## src/sv/hpt_pkg.sv

```systemverilog
// shared types and constants of the homogeneous point transform
// no dependencies
package hpt_pkg;

    localparam int CFG_IDX_W  = 3;
    localparam int CFG_DATA_W = 64;
    localparam int NUM_COMP   = 3;
    localparam int NUM_ROWS   = 4;
    localparam int COEF_SLOT  = 16;
    localparam int FRAC_SHIFT = 16;

    typedef enum logic [CFG_IDX_W-1:0] {
        REG_ROW_ONE   = 3'd0,
        REG_ROW_TWO   = 3'd1,
        REG_ROW_THREE = 3'd2,
        REG_ROW_FOUR  = 3'd3
    } t_reg_idx;

    localparam logic [CFG_DATA_W-1:0] ROW_ONE_RST   = 64'h0000_0000_0000_1000;
    localparam logic [CFG_DATA_W-1:0] ROW_TWO_RST   = 64'h0000_0000_1000_0000;
    localparam logic [CFG_DATA_W-1:0] ROW_THREE_RST = 64'h0000_1000_0000_0000;
    localparam logic [CFG_DATA_W-1:0] ROW_FOUR_RST  = 64'h1000_0000_0000_0000;

    typedef struct packed {
        logic [NUM_COMP-1:0] neg;
        logic                fault;
    } t_side;

endpackage

```

## src/sv/hpt_div_stage.sv

```systemverilog
// one restoring divide stage: one quotient bit for each of three components
// depends on hpt_pkg
module hpt_div_stage #(
    parameter int RW    = 66,
    parameter int DW    = 50,
    parameter int QW    = 33,
    parameter int SHIFT = 0
) (
    input  logic                  i_clk,
    input  logic                  i_en,
    input  logic [DW-1:0]         i_den,
    input  logic [RW-1:0]         i_rem [hpt_pkg::NUM_COMP],
    input  logic [QW-1:0]         i_quo [hpt_pkg::NUM_COMP],
    input  hpt_pkg::t_side        i_side,
    output logic [DW-1:0]         o_den,
    output logic [RW-1:0]         o_rem [hpt_pkg::NUM_COMP],
    output logic [QW-1:0]         o_quo [hpt_pkg::NUM_COMP],
    output hpt_pkg::t_side        o_side
);
    import hpt_pkg::*;

    localparam int EW = RW + QW;

    logic [EW-1:0] w_dsh;
    logic [EW-1:0] w_rext [NUM_COMP];
    logic [RW-1:0] n_rem  [NUM_COMP];
    logic [QW-1:0] n_quo  [NUM_COMP];

    always_comb begin
        w_dsh = EW'(i_den) << SHIFT;
        for (int c = 0; c < NUM_COMP; c++) begin
            w_rext[c] = EW'(i_rem[c]);
            if (w_rext[c] >= w_dsh) begin
                n_rem[c] = RW'(w_rext[c] - w_dsh);
                n_quo[c] = i_quo[c] | (QW'(1) << SHIFT);
            end else begin
                n_rem[c] = i_rem[c];
                n_quo[c] = i_quo[c];
            end
        end
    end

    always_ff @(posedge i_clk) begin
        if (i_en) begin
            o_den  <= i_den;
            o_side <= i_side;
            for (int c = 0; c < NUM_COMP; c++) begin
                o_rem[c] <= n_rem[c];
                o_quo[c] <= n_quo[c];
            end
        end
    end

endmodule
```

## config.mk

```make
export PLATFORM = sky130hd
export DESIGN_NAME = hpt_div_stage
export DESIGN_NICKNAME = d
export VERILOG_FILES = /design/src/sv/hpt_pkg.sv /design/src/sv/hpt_div_stage.sv
export SDC_FILE = /design/constraint.sdc
export NUM_CORES = 1
export LEC_CHECK = 0
export ABC_AREA = 1
export ABC_CLOCK_PERIOD_IN_PS = 2780
export BUFFER_PORTS_ARGS = -buffer_cell sky130_fd_sc_hd__clkbuf_2
export CAP_MARGIN = 20
export CORE_AREA = 2 2 273 275
export CTS_CLUSTER_SIZE = 30
export DETAILED_ROUTE_END_ITERATION = 10
export DIE_AREA = 0 0 275 277
export PLACE_DENSITY = 0.76
export SLEW_MARGIN = 20
export SYNTH_ARGS = -nofsm -noshare
export SYNTH_HDL_FRONTEND = slang
export SYNTH_SLANG_ARGS = --single-unit
```

## constraint.sdc

```tcl
create_clock -name i_clk -period 2.78 [get_ports i_clk]
set_input_delay 0.556 -clock i_clk [delete_from_list [all_inputs] [get_ports i_clk]]
set_output_delay 0.556 -clock i_clk [all_outputs]
set_load 0.02 [all_outputs]
```

== After elaboration in Yosys (flattened, before gate mapping) ==
Index checks and enable logic that the tools add are counted.

* Bits in read-only memories: 0
* Bits in registers: 351
* Memories: 0
* Latch bits: 0
* Output and inout bits: 351
* Memory bits (writable): 0
* Input bits: 353
* Word-level logic and storage cells: 21

* Reductions and logical operators: 0
* Add/subtract/negate cells: 3
* Order comparisons: 3
* Shift operators: 0
* Multiplexer cells: 3
* Bitwise gates (word level): 0
* Multiply operators: 0
* Eq/ne operators: 0
* Div/mod/pow operators: 0

{| class="wikitable"
|+ Operator list
! operator !! count
|-
| 66-bit by 50-bit greater-or-equal comparator with 1-bit output || 3
|-
| 66-bit 2-to-1 mux || 3
|-
| 66-bit by 50-bit subtractor with 66-bit output || 3
|}

== Longest topological paths before layout ==
Gate-level depths: netlist of the first run.

* Depth in word-level cells: 2
* Depth in mapped cells: 20
* Mapped depth without buffers: 18

== Worst setup path before layout of the first run ==
No wires, ideal clock.

* Kind: input port to flip-flop
* Start: input i_rem[132] (netlist bit)
* End: register o_rem[181] (netlist bit) (data pin)
* Slack: 0.155 ns
* Library setup time: 0.252 ns
* Data required time: 2.528 ns
* Arrival time: 2.373 ns
* Stages: 20
* Buffers on the path: 2
* Path through: inv_1 > ha_1 > inv_1 > fa_1 > nand3_1 > nand2_2 > nand2_1 > nand2_2 > nand2_2 > nand2_4 > nand2_2 > nand2_4 > nand2_2 > nand2_4 > nand2_2 > nand2_2 > buf_12 > buf_12 > nand2_1 > nand2_1

{| class="wikitable"
|+ RTL lines
! item !! RTL line !! text
|-
| start, declared || hpt_div_stage.sv:12 || <nowiki>input logic [RW-1:0] i_rem [hpt_pkg::NUM_COMP],</nowiki>
|-
| end signal, assigned by index || hpt_div_stage.sv:48 || <nowiki>o_rem[c] <= n_rem[c];</nowiki>
|-
| end, declared || hpt_div_stage.sv:16 || <nowiki>output logic [RW-1:0] o_rem [hpt_pkg::NUM_COMP],</nowiki>
|}

==> flow_metrics.tcl, run 1 <==
set metrics [dict create \
    grtUsageMet1 0.4247 \
    utilization 0.5476 \
    leakage_nw 22.52 \
    num_vias 32950 \
    swShare 0.3640 \
    cts.clk_slew.worst_paths_ns 0.08 \
    max_slew_margin 0.6405 \
    clk_path_buf_depth 3 \
    syn_nets 4796 \
    die_area_sq_um 76180 \
    p_total_mw 19.67 \
    ys_ff_latch 351 \
    clock_sinks 351 \
    holdBufCountCts 0 \
    io_pins 704 \
    rsz0062_at_grt "no" \
    syn_area_sq_um 28730 \
    die_h_microns 277 \
    arrival_ns 2.98 \
    post_cts_buffers 0 \
    synth_cell_types 36 \
    drv_slew 0 \
    grt_busiest_layer "met2" \
    dr.pass1.iters 6 \
    synthCells 4290 \
    min_period_ns 2.642 \
    p_seq_frac 0.351 \
    vias_per_cell 4.912 \
    critPathCaptureType "flip-flop" \
    p_per_area_nw_per_um2 488.2 \
    p_int_mw 12.51 \
    setup_viol 0 \
    hold_class "in -> reg" \
    gp_congestion 1.044 \
    grt_pass1_wl_microns 196800 \
    nNetsFinal 6208 \
    area_growth_syn_to_layout_pct 40.24 \
    drc_errors 0 \
    cp_max_fo 4 \
    drive_gt1_frac 0.2709 \
    core_area_sq_um 73570 \
    synth_area_per_cell_sq_um 6.696 \
    io_buffers 703 \
    grt_start_max_net_pins 81 \
    wl_per_cell_microns 20.60 \
    cp-start-kind "input port" \
    cts_tree "built" \
    grt_usage 0.3520 \
    max_freq_ghz 0.3785 \
    cts_buffers 43 \
    p_clk_frac 0.291 \
    cts-root-buf "clkbuf_16" \
    gr-usage-met3 0.05359 \
    gr-total-overflow 0 \
    fp.dieW_microns 275 \
    antenna_found_initial 7 \
    ant_nets 0 \
    critical_path_required_ns 3.12 \
    grt_pass1_vias 31500 \
    routed_wl_microns 138100 \
    crit_type "in -> reg" \
    period_share 0.9504 \
    switchingPower_mw 7.160 \
    core.rowCount 100 \
    status "complete, no violations" \
    yosys_warnings 0 \
    hpwlAfterDp_microns 119500 \
    ys_seq_area_frac 0.3669 \
    ir_drop_mv 0.5349 \
    finalHoldViolations 0 \
    maxCapViolations 0 \
    use_met2 0.5916 \
    start_util 0.3905 \
    htreeDepth 2 \
    worst-slew-pin-transition_ns 0.5343 \
    drt_iter0_markers 2923 \
    combPwrFrac 0.358 \
]
placed cells by master (no fill, tap or decap), types with 26 or more instances in the layout:
cell and n:
nand2_1 1845, inv_1 745, clkbuf_2 702, buf_4 658, edfxtp_1 351, nor2_1 346, a21oi_1 183, nand3_1 178
ha_1 150, xor2_1 93, o21ai_0 72, nand4_1 70, nand2_2 50, clkbuf_16 43, buf_12 41, nor3_1 40
o21bai_1 26
cell usage after synthesis, drive strengths merged:
cell type / instances / area share
a21boi: 3 / 0.00078
a21oi: 187 / 0.034
and2: 3 / 0.00065
and3: 15 / 0.0033
and3b: 3 / 0.00091
buf: 36 / 0.012
edfxtp: 351 / 0.37
fa: 3 / 0.0021
ha: 150 / 0.065
inv: 755 / 0.099
nand2: 1903 / 0.26
nand2b: 2 / 0.00044
nand3: 180 / 0.032
nand3b: 19 / 0.0050
nand4: 70 / 0.015
nor2: 356 / 0.048
nor3: 40 / 0.0070
nor4: 12 / 0.0026
o21a: 4 / 0.0010
o21ai: 73 / 0.013
o21bai: 26 / 0.0068
or2: 3 / 0.00065
xnor2: 3 / 0.00091
xor2: 93 / 0.028
registers in the layout, indices dropped and copies added, names as in the netlist:
| register | cells |
|---|---|
| o_den | 50 |
| o_quo | 99 |
| o_rem | 198 |
| o_side | 4 |
routing by layer:
layer | share of wire | up-vias
met4 | 0.067 | 4
met1 | 0.39 | 15020
met5 | 0.00017 | -
met2 | 0.47 | 1340
li1 | - | 16280
met3 | 0.073 | 305
final timing paths:
| kind | slack [ns] | start | end | cells after the start |
|---|---|---|---|---|
| hold / removal | 0.13 | i_quo[27] | o_quo[27] | 1 |
| setup / recovery | 0.14 | i_den[17] | o_rem[27] | 15 |
kinds of logic (layout without fill, tap and decap cells):
logic type      count (synthesis)  count (layout)  synth area share
simple gates                 2606            2606            0.3704
buf+inv                       791            2234            0.1108
flops                         351             351            0.3669
compound gates                293             293           0.05523
fa+ha+maj                     153             153           0.06742
xor+xnor                       96              96           0.02927
other cells                     0               5                 0
worst max-delay path: stages:
cell,delay (ns)
clkbuf_2,0.09
inv_1,0.39
ha_1,0.36
nand2_1,0.15
inv_1,0.06
a21oi_1,0.28
o21ai_0,0.22
nand2_1,0.11
nand2_1,0.10
inv_1,0.07
nand2_1,0.10
buf_4,0.17
xor2_1,0.16
nand2_1,0.09
nand2_1,0.05
layout make-up:
cell class | count | area (sq um)
clock inverter | 27 | 285.3
clock buffer | 49 | 1099
sequential | 351 | 10540
fill | 7344 | 33280
antenna | 5 | 12.51
inverter | 755 | 2834
multi-input combinational | 3148 | 15010
timing repair buffer | 1403 | 9300
tap | 969 | 1212
through the flow:
stage | TNS [ns] | std cells | hold WS (ns) | worst slack, ns | area [sq um]
floorplan | 0 | 4290 | 0.6549 | 0.1553 | 28730
global placement | -51.84 | 6626 | 0.7324 | -0.3833 | 38890
detailed placement | -56.60 | 6626 | 0.7346 | -0.3851 | 38890
CTS | 0 | 6702 | 0.1057 | 0.1903 | 40270
global route | 0 | 6704 | 0.1260 | 0.01819 | 40280
finish | 0 | 6707 | 0.1267 | 0.1380 | 40290
power groups by stage:
stage	Sequential (mW)	Clock [mW]	Combinational [mW]
6_report	6.91	5.72	7.04
5_1_grt	6.94	5.95	7.58
4_1_cts	6.91	5.79	6.97
3_5_place_dp	7.00	0	6.94
3_3_place_gp	7.01	0	6.88
2_1_floorplan	7.65	0	2.62
what timing repair did:
action                                  4_1_cts  5_1_grt
resized for setup                             0        2
endpoints found under the hold margin         0        0
endpoints found under the setup margin        0        2
No activity file was read; power rests on OpenSTA's default activity.
==> inputs of run 2 (changes only) <==
--- a/config.mk
+++ b/config.mk
@@ -5,15 +5,15 @@
 export SDC_FILE = /design/constraint.sdc
 export NUM_CORES = 1
 export LEC_CHECK = 0
-export ABC_AREA = 1
 export ABC_CLOCK_PERIOD_IN_PS = 2780
 export BUFFER_PORTS_ARGS = -buffer_cell sky130_fd_sc_hd__clkbuf_2
 export CAP_MARGIN = 20
-export CORE_AREA = 2 2 273 275
+export CORE_AREA = 2 2 270 272
+export CTS_BUF_LIST = sky130_fd_sc_hd__clkbuf_4 sky130_fd_sc_hd__clkbuf_8 sky130_fd_sc_hd__clkbuf_16
 export CTS_CLUSTER_SIZE = 30
 export DETAILED_ROUTE_END_ITERATION = 10
-export DIE_AREA = 0 0 275 277
-export PLACE_DENSITY = 0.76
+export DIE_AREA = 0 0 272 274
+export PLACE_DENSITY = 0.68
 export SLEW_MARGIN = 20
 export SYNTH_ARGS = -nofsm -noshare
 export SYNTH_HDL_FRONTEND = slang
==> flow_metrics.tcl, run 2 <==
set metrics [dict create \
    gr-total-overflow 0 \
    wl_per_cell_microns 21.62 \
    hold_path_end "o_quo[5]" \
    clk_path_buf_depth 3 \
    area_growth_syn_to_layout_pct 79.47 \
    crit_type "in -> reg" \
    post-synth-top-count-cell "edfxtp_1" \
    drv_slew 0 \
    synth_cell_types 79 \
    setup_viol 195 \
    die_h_microns 274 \
    drive_gt1_frac 0.5933 \
    p_per_area_nw_per_um2 480.8 \
    async_flop_share 0 \
    synth_top_cell_by_area "edfxtp_1" \
    ant_nets 0 \
    routed_wl_microns 104700 \
    violations "negative setup slack" \
    synthCells 2275 \
    top_regs "o_rem (198), o_quo (99), o_den (50)" \
    top_register "o_rem" \
    rsz0062_at_grt "yes" \
    io_buffers 703 \
    finalHoldViolations 0 \
    min_period_ns 3.209 \
    die_area_sq_um 74530 \
    ys_seq_area_frac 0.4665 \
    ir_drop_mv 0.4154 \
    period_share 1.154 \
    critical_path_required_ns 3.10 \
    max_freq_ghz 0.3116 \
    grt_start_max_net_pins 79 \
    ys_ff_latch 351 \
    dr.pass1.iters 6 \
    grt_pass1_vias 24300 \
    crit_start "i_rem[192]" \
    hold_class "in -> reg" \
    max_slew_margin 0.4049 \
    status "finished with violations" \
    fillers 5984 \
    yosysTopAreaCellShare 0.4665 \
    cts_buffers 41 \
    cts.clk_slew.worst_paths_ns 0.07 \
    htreeDepth 2 \
    hold_slack_ns 0.1553 \
    layout_commonest_cell "buf_4" \
    vias_per_cell 5.142 \
    hp-start "i_quo[5]" \
    grt_usage 0.2565 \
    syn_nets 2781 \
    leakage_nw 17.81 \
    synth-edff-count 351 \
    synth_area_leaders "edfxtp_1 47%, ha_1 8.3%, a21oi_1 6.7%" \
    arrival_ns 3.53 \
    final_cell_mix "791 x buf_4, 674 x clkbuf_2, 351 x edfxtp_1" \
    gp_congestion 0.9430 \
    cts_tree "built" \
    synth_ff_type "edfxtp_1" \
    fin_ws_ns -0.4289 \
    clock_sinks 351 \
    fin_tns_setup_ns -51.15 \
    start_util 0.3140 \
    core_area_sq_um 71970 \
    largest_reg_flops 198 \
    syn_area_sq_um 22600 \
    cts-root-buf "clkbuf_16" \
    p_total_mw 19.50 \
    whs_path_depth 1 \
    hpwlAfterDp_microns 79660 \
    drt_iter0_markers 1782 \
    yosys_warnings 0 \
    nNetsFinal 4343 \
    synth_area_per_cell_sq_um 9.932 \
    cp-start-kind "input port" \
    grt_pass1_wl_microns 144800 \
    maxCapViolations 0 \
    cp_max_fo 5 \
    worst-slew-pin-transition_ns 0.8845 \
    antenna_found_initial 25 \
    critPathCaptureType "flip-flop" \
    io_pins 704 \
    holdBufCountCts 0 \
    core.rowCount 99 \
    fp.dieW_microns 272 \
    drc_errors 0 \
    num_vias 24900 \
    netlist_top_cells_count "351 x edfxtp_1, 303 x a21oi_1, 228 x nor2_1, 169 x nand2_1, 150 x ha_1" \
]
## run 2: cell types whose count changed after synthesis, sizes merged, moves of 17 or more
cell,change
nor2,-127
clkbuf,+81
xor2,-30
nand3,-130
a21o,+77
xnor2,+122
or3,+17
a31oi,+22
inv,-658
nand2,-1734
o21ai,+30
mux2,+28
a21oi,+116
## run 2: metrics by stage
stage	worst slack, ns	instances	instance area, sq um	util
3_5_place_dp	-1.267	4608	33920	0.4713
6_report	-0.4289	4843	40550	0.5635
4_1_cts	-0.3760	4766	37720	0.5241
5_1_grt	-0.4592	4843	40550	0.5635
3_3_place_gp	-1.179	4608	33920	0.4713
2_1_floorplan	-0.5113	2275	23900	-
## run 2: power breakdown
group,total (mW),switching [mW],internal [mW]
Sequential,6.86,0.228,6.63
Combinational,7.30,3.98,3.32
Clock,5.34,2.32,3.02
## run 2: kinds of logic (layout without fill, tap and decap cells)
family | Yosys count | count (layout) | share of synthesized area
mux | 29 | 29 | 0.01440
xor+xnor | 188 | 188 | 0.07287
buf+inv | 208 | 1800 | 0.03599
simple gates | 687 | 688 | 0.1467
other cells | 0 | 16 | 0
flops | 351 | 351 | 0.4665
compound gates | 659 | 659 | 0.1779
fa+ha+maj | 153 | 153 | 0.08572
## run 2: per-layer routing
metal | up-vias | global-route usage | part of all wire
li1 | 11610 | - | -
met5 | - | 0 | 0.0010
met1 | 12000 | 0.3078 | 0.40
met2 | 1002 | 0.4525 | 0.49
met3 | 278 | 0.03862 | 0.059
met4 | 16 | 0.1174 | 0.051
## run 2: how the worst max path moves through the flow
stage / end / slack (ns) / cells after the start
global placement: o_rem[1] / -1.18 / 15
global route: o_rem[169] / -0.46 / 19
finish: o_rem[157] / -0.43 / 12
CTS: o_rem[59] / -0.38 / 15
floorplan: o_rem[60] / -0.51 / 14
detailed placement: o_rem[1] / -1.27 / 15
## run 2: critical path, cell delays in order
cell and delay, ns:
clkbuf_2 0.09, or4_1 0.58, or4_1 0.48, nor3_2 0.24, o21ai_4 0.10, buf_4 0.16
a211oi_1 0.47, nor2_4 0.10, buf_12 0.17, buf_12 0.13, buf_16 0.14, mux2_4 0.29
## run 2: final cells by class
| class | instances | area, sq um | share of cell area |
|---|---|---|---|
| Sequential cell | 351 | 10540 | 0.2599 |
| Inverter | 97 | 506.7 | 0.01250 |
| Clock buffer | 44 | 1049 | 0.02586 |
| Tap cell | 959 | 1200 | 0.02959 |
| Clock inverter | 30 | 242.7 | 0.005986 |
| Multi-Input combinational cell | 1717 | 15010 | 0.3703 |
| Timing Repair Buffer | 1629 | 11960 | 0.2949 |
| Antenna cell | 16 | 40.04 | 0.0009873 |
## run 2: what timing repair did
item,in CTS,in global routing
endpoints found under the hold margin,0,0
setup buffers,73,66
resized for setup,336,527
pin swaps,81,144
endpoints found under the setup margin,195,200
gates cloned,15,10
==> inputs of run 3 (changes only) <==
--- a/config.mk
+++ b/config.mk
@@ -8,12 +8,12 @@
 export ABC_CLOCK_PERIOD_IN_PS = 2780
 export BUFFER_PORTS_ARGS = -buffer_cell sky130_fd_sc_hd__clkbuf_2
 export CAP_MARGIN = 20
-export CORE_AREA = 2 2 270 272
+export CORE_AREA = 2 2 271 273
 export CTS_BUF_LIST = sky130_fd_sc_hd__clkbuf_4 sky130_fd_sc_hd__clkbuf_8 sky130_fd_sc_hd__clkbuf_16
 export CTS_CLUSTER_SIZE = 30
 export DETAILED_ROUTE_END_ITERATION = 10
-export DIE_AREA = 0 0 272 274
-export PLACE_DENSITY = 0.68
+export DIE_AREA = 0 0 273 275
+export PLACE_DENSITY = 0.67
 export SLEW_MARGIN = 20
 export SYNTH_ARGS = -nofsm -noshare
 export SYNTH_HDL_FRONTEND = slang
==> flow_metrics.tcl, run 3 (synthesis results as in run 2) <==
set metrics [dict create \
    critical_path_required_ns 3.09 \
    grt_start_max_net_pins 77 \
    dr.pass1.iters 7 \
    cts_tree "built" \
    hold_slack_ns 0.1550 \
    cts_buffers 40 \
    start_util 0.3124 \
    max_slew_margin 0.6058 \
    cp_max_fo 8 \
    drv_slew 0 \
    largest_reg_flops 198 \
    drc_errors 0 \
    pre_cts_ws_ns -1.108 \
    htreeDepth 2 \
    maxCapViolations 0 \
    wl_per_cell_microns 21.53 \
    crit_type "in -> reg" \
    worst-slew-pin-transition_ns 0.5859 \
    antenna_found_initial 18 \
    gp_congestion 0.9472 \
    nNetsFinal 4345 \
    critPathCaptureType "flip-flop" \
    vias_per_cell 5.089 \
    violations "negative setup slack" \
    ant_nets 0 \
    grt_pass1_wl_microns 143200 \
    finalHoldViolations 0 \
    io_buffers 703 \
    grt_usage 0.2518 \
    period_share 1.147 \
    clock_sinks 351 \
    die_area_sq_um 75080 \
    drive_gt1_frac 0.5885 \
    cts-root-buf "clkbuf_16" \
    final_cells 4838 \
    io_pins 704 \
    hpwlAfterDp_microns 80460 \
    holdBufCountCts 0 \
    gr-total-overflow 0 \
    cts.clk_slew.worst_paths_ns 0.07 \
    drt_iter0_markers 1723 \
    max_freq_ghz 0.3137 \
    p_per_area_nw_per_um2 489.8 \
    grt_pass1_vias 23970 \
    clk_path_buf_depth 3 \
    fp.dieW_microns 273 \
    cp-start-kind "input port" \
    hold_class "in -> reg" \
    die_h_microns 275 \
    rsz0062_at_grt "yes" \
    routed_wl_microns 104200 \
    ir_drop_mv 0.6053 \
    arrival_ns 3.50 \
    top_regs "o_rem (198), o_quo (99), o_den (50)" \
    setup_viol 192 \
    final_cell_mix "803 x buf_4, 682 x clkbuf_2, 351 x edfxtp_1" \
    top_register "o_rem" \
    dp_cells 4618 \
    min_period_ns 3.188 \
    leakage_nw 17.74 \
    status "finished with violations" \
    num_vias 24620 \
    layout_commonest_cell "buf_4" \
    core.rowCount 99 \
    area_growth_syn_to_layout_pct 77.87 \
    core_area_sq_um 72340 \
    fin_ws_ns -0.4075 \
]
==> run 3: changes by cell type in the layout (fill, tap and decap cells not counted), sizes merged <==
cell and change:
diode -6, bufinv +2, clkbuf +8, inv -2, clkinvlp +3, clkinv -5, buf -5
==> run 3: timing repair <==
action,4_1_cts,5_1_grt
buffers inserted,63,72
cloned,9,15
gates resized for setup,288,485
pin swaps,79,141
setup endpoints to repair,196,200
==> run 3: cell type report <==
cell class | instances | area [sq um]
clock inverter | 28 | 316.6
multi-input combinational | 1717 | 14820
tap | 959 | 1200
sequential | 351 | 10540
timing repair buffer | 1632 | 11760
fill | 6061 | 32150
antenna | 10 | 25.02
clock buffer | 44 | 1031
inverter | 97 | 501.7
==> run 3: critical path: stages <==
cell and delay (ns):
clkbuf_2 0.11, inv_2 0.10, ha_4 0.28, nand4_1 0.15, or4_4 0.53, o21ai_4 0.21, a21o_1 0.21, o2111ai_2 0.17
and3b_2 0.27, nor2_4 0.20, buf_6 0.19, clkbuf_16 0.20, mux2_4 0.30
==> run 3: report_power, final <==
group	internal, mW	switching, mW	leakage (nW)
sequential	6.63	0.224	3.44
clock	3.19	2.37	0.657
combinational	3.34	3.94	13.6
total	13.1	6.54	17.7
==> run 3: metrics by stage <==
step	instance area, sq um	utilization	power [mW]	setup TNS, ns
CTS	37480	0.5182	19.29	-34.45
global placement	33990	0.4699	13.28	-179.07
detailed placement	33990	0.4699	13.32	-184.69
floorplan	23900	-	10.17	-61.04
global route	40190	0.5556	20.50	-55.65
finish	40190	0.5556	19.69	-43.60
==> run 3: worst paths after layout <==
| path | from | end | depth (start not counted) |
|---|---|---|---|
| worst max-delay path | i_den[10] | o_rem[157] | 13 |
| worst min-delay path | i_quo[96] | o_quo[96] | 1 |
==> run 3: per-layer routing <==
metal	wire, microns	track usage	share of wire	vias up
li1	-	-	-	11620
met1	41020	0.3014	0.39	11880
met2	52010	0.4399	0.50	873
met3	6442	0.04635	0.062	232
met4	4602	0.1129	0.044	14
met5	85	0	0.00082	-
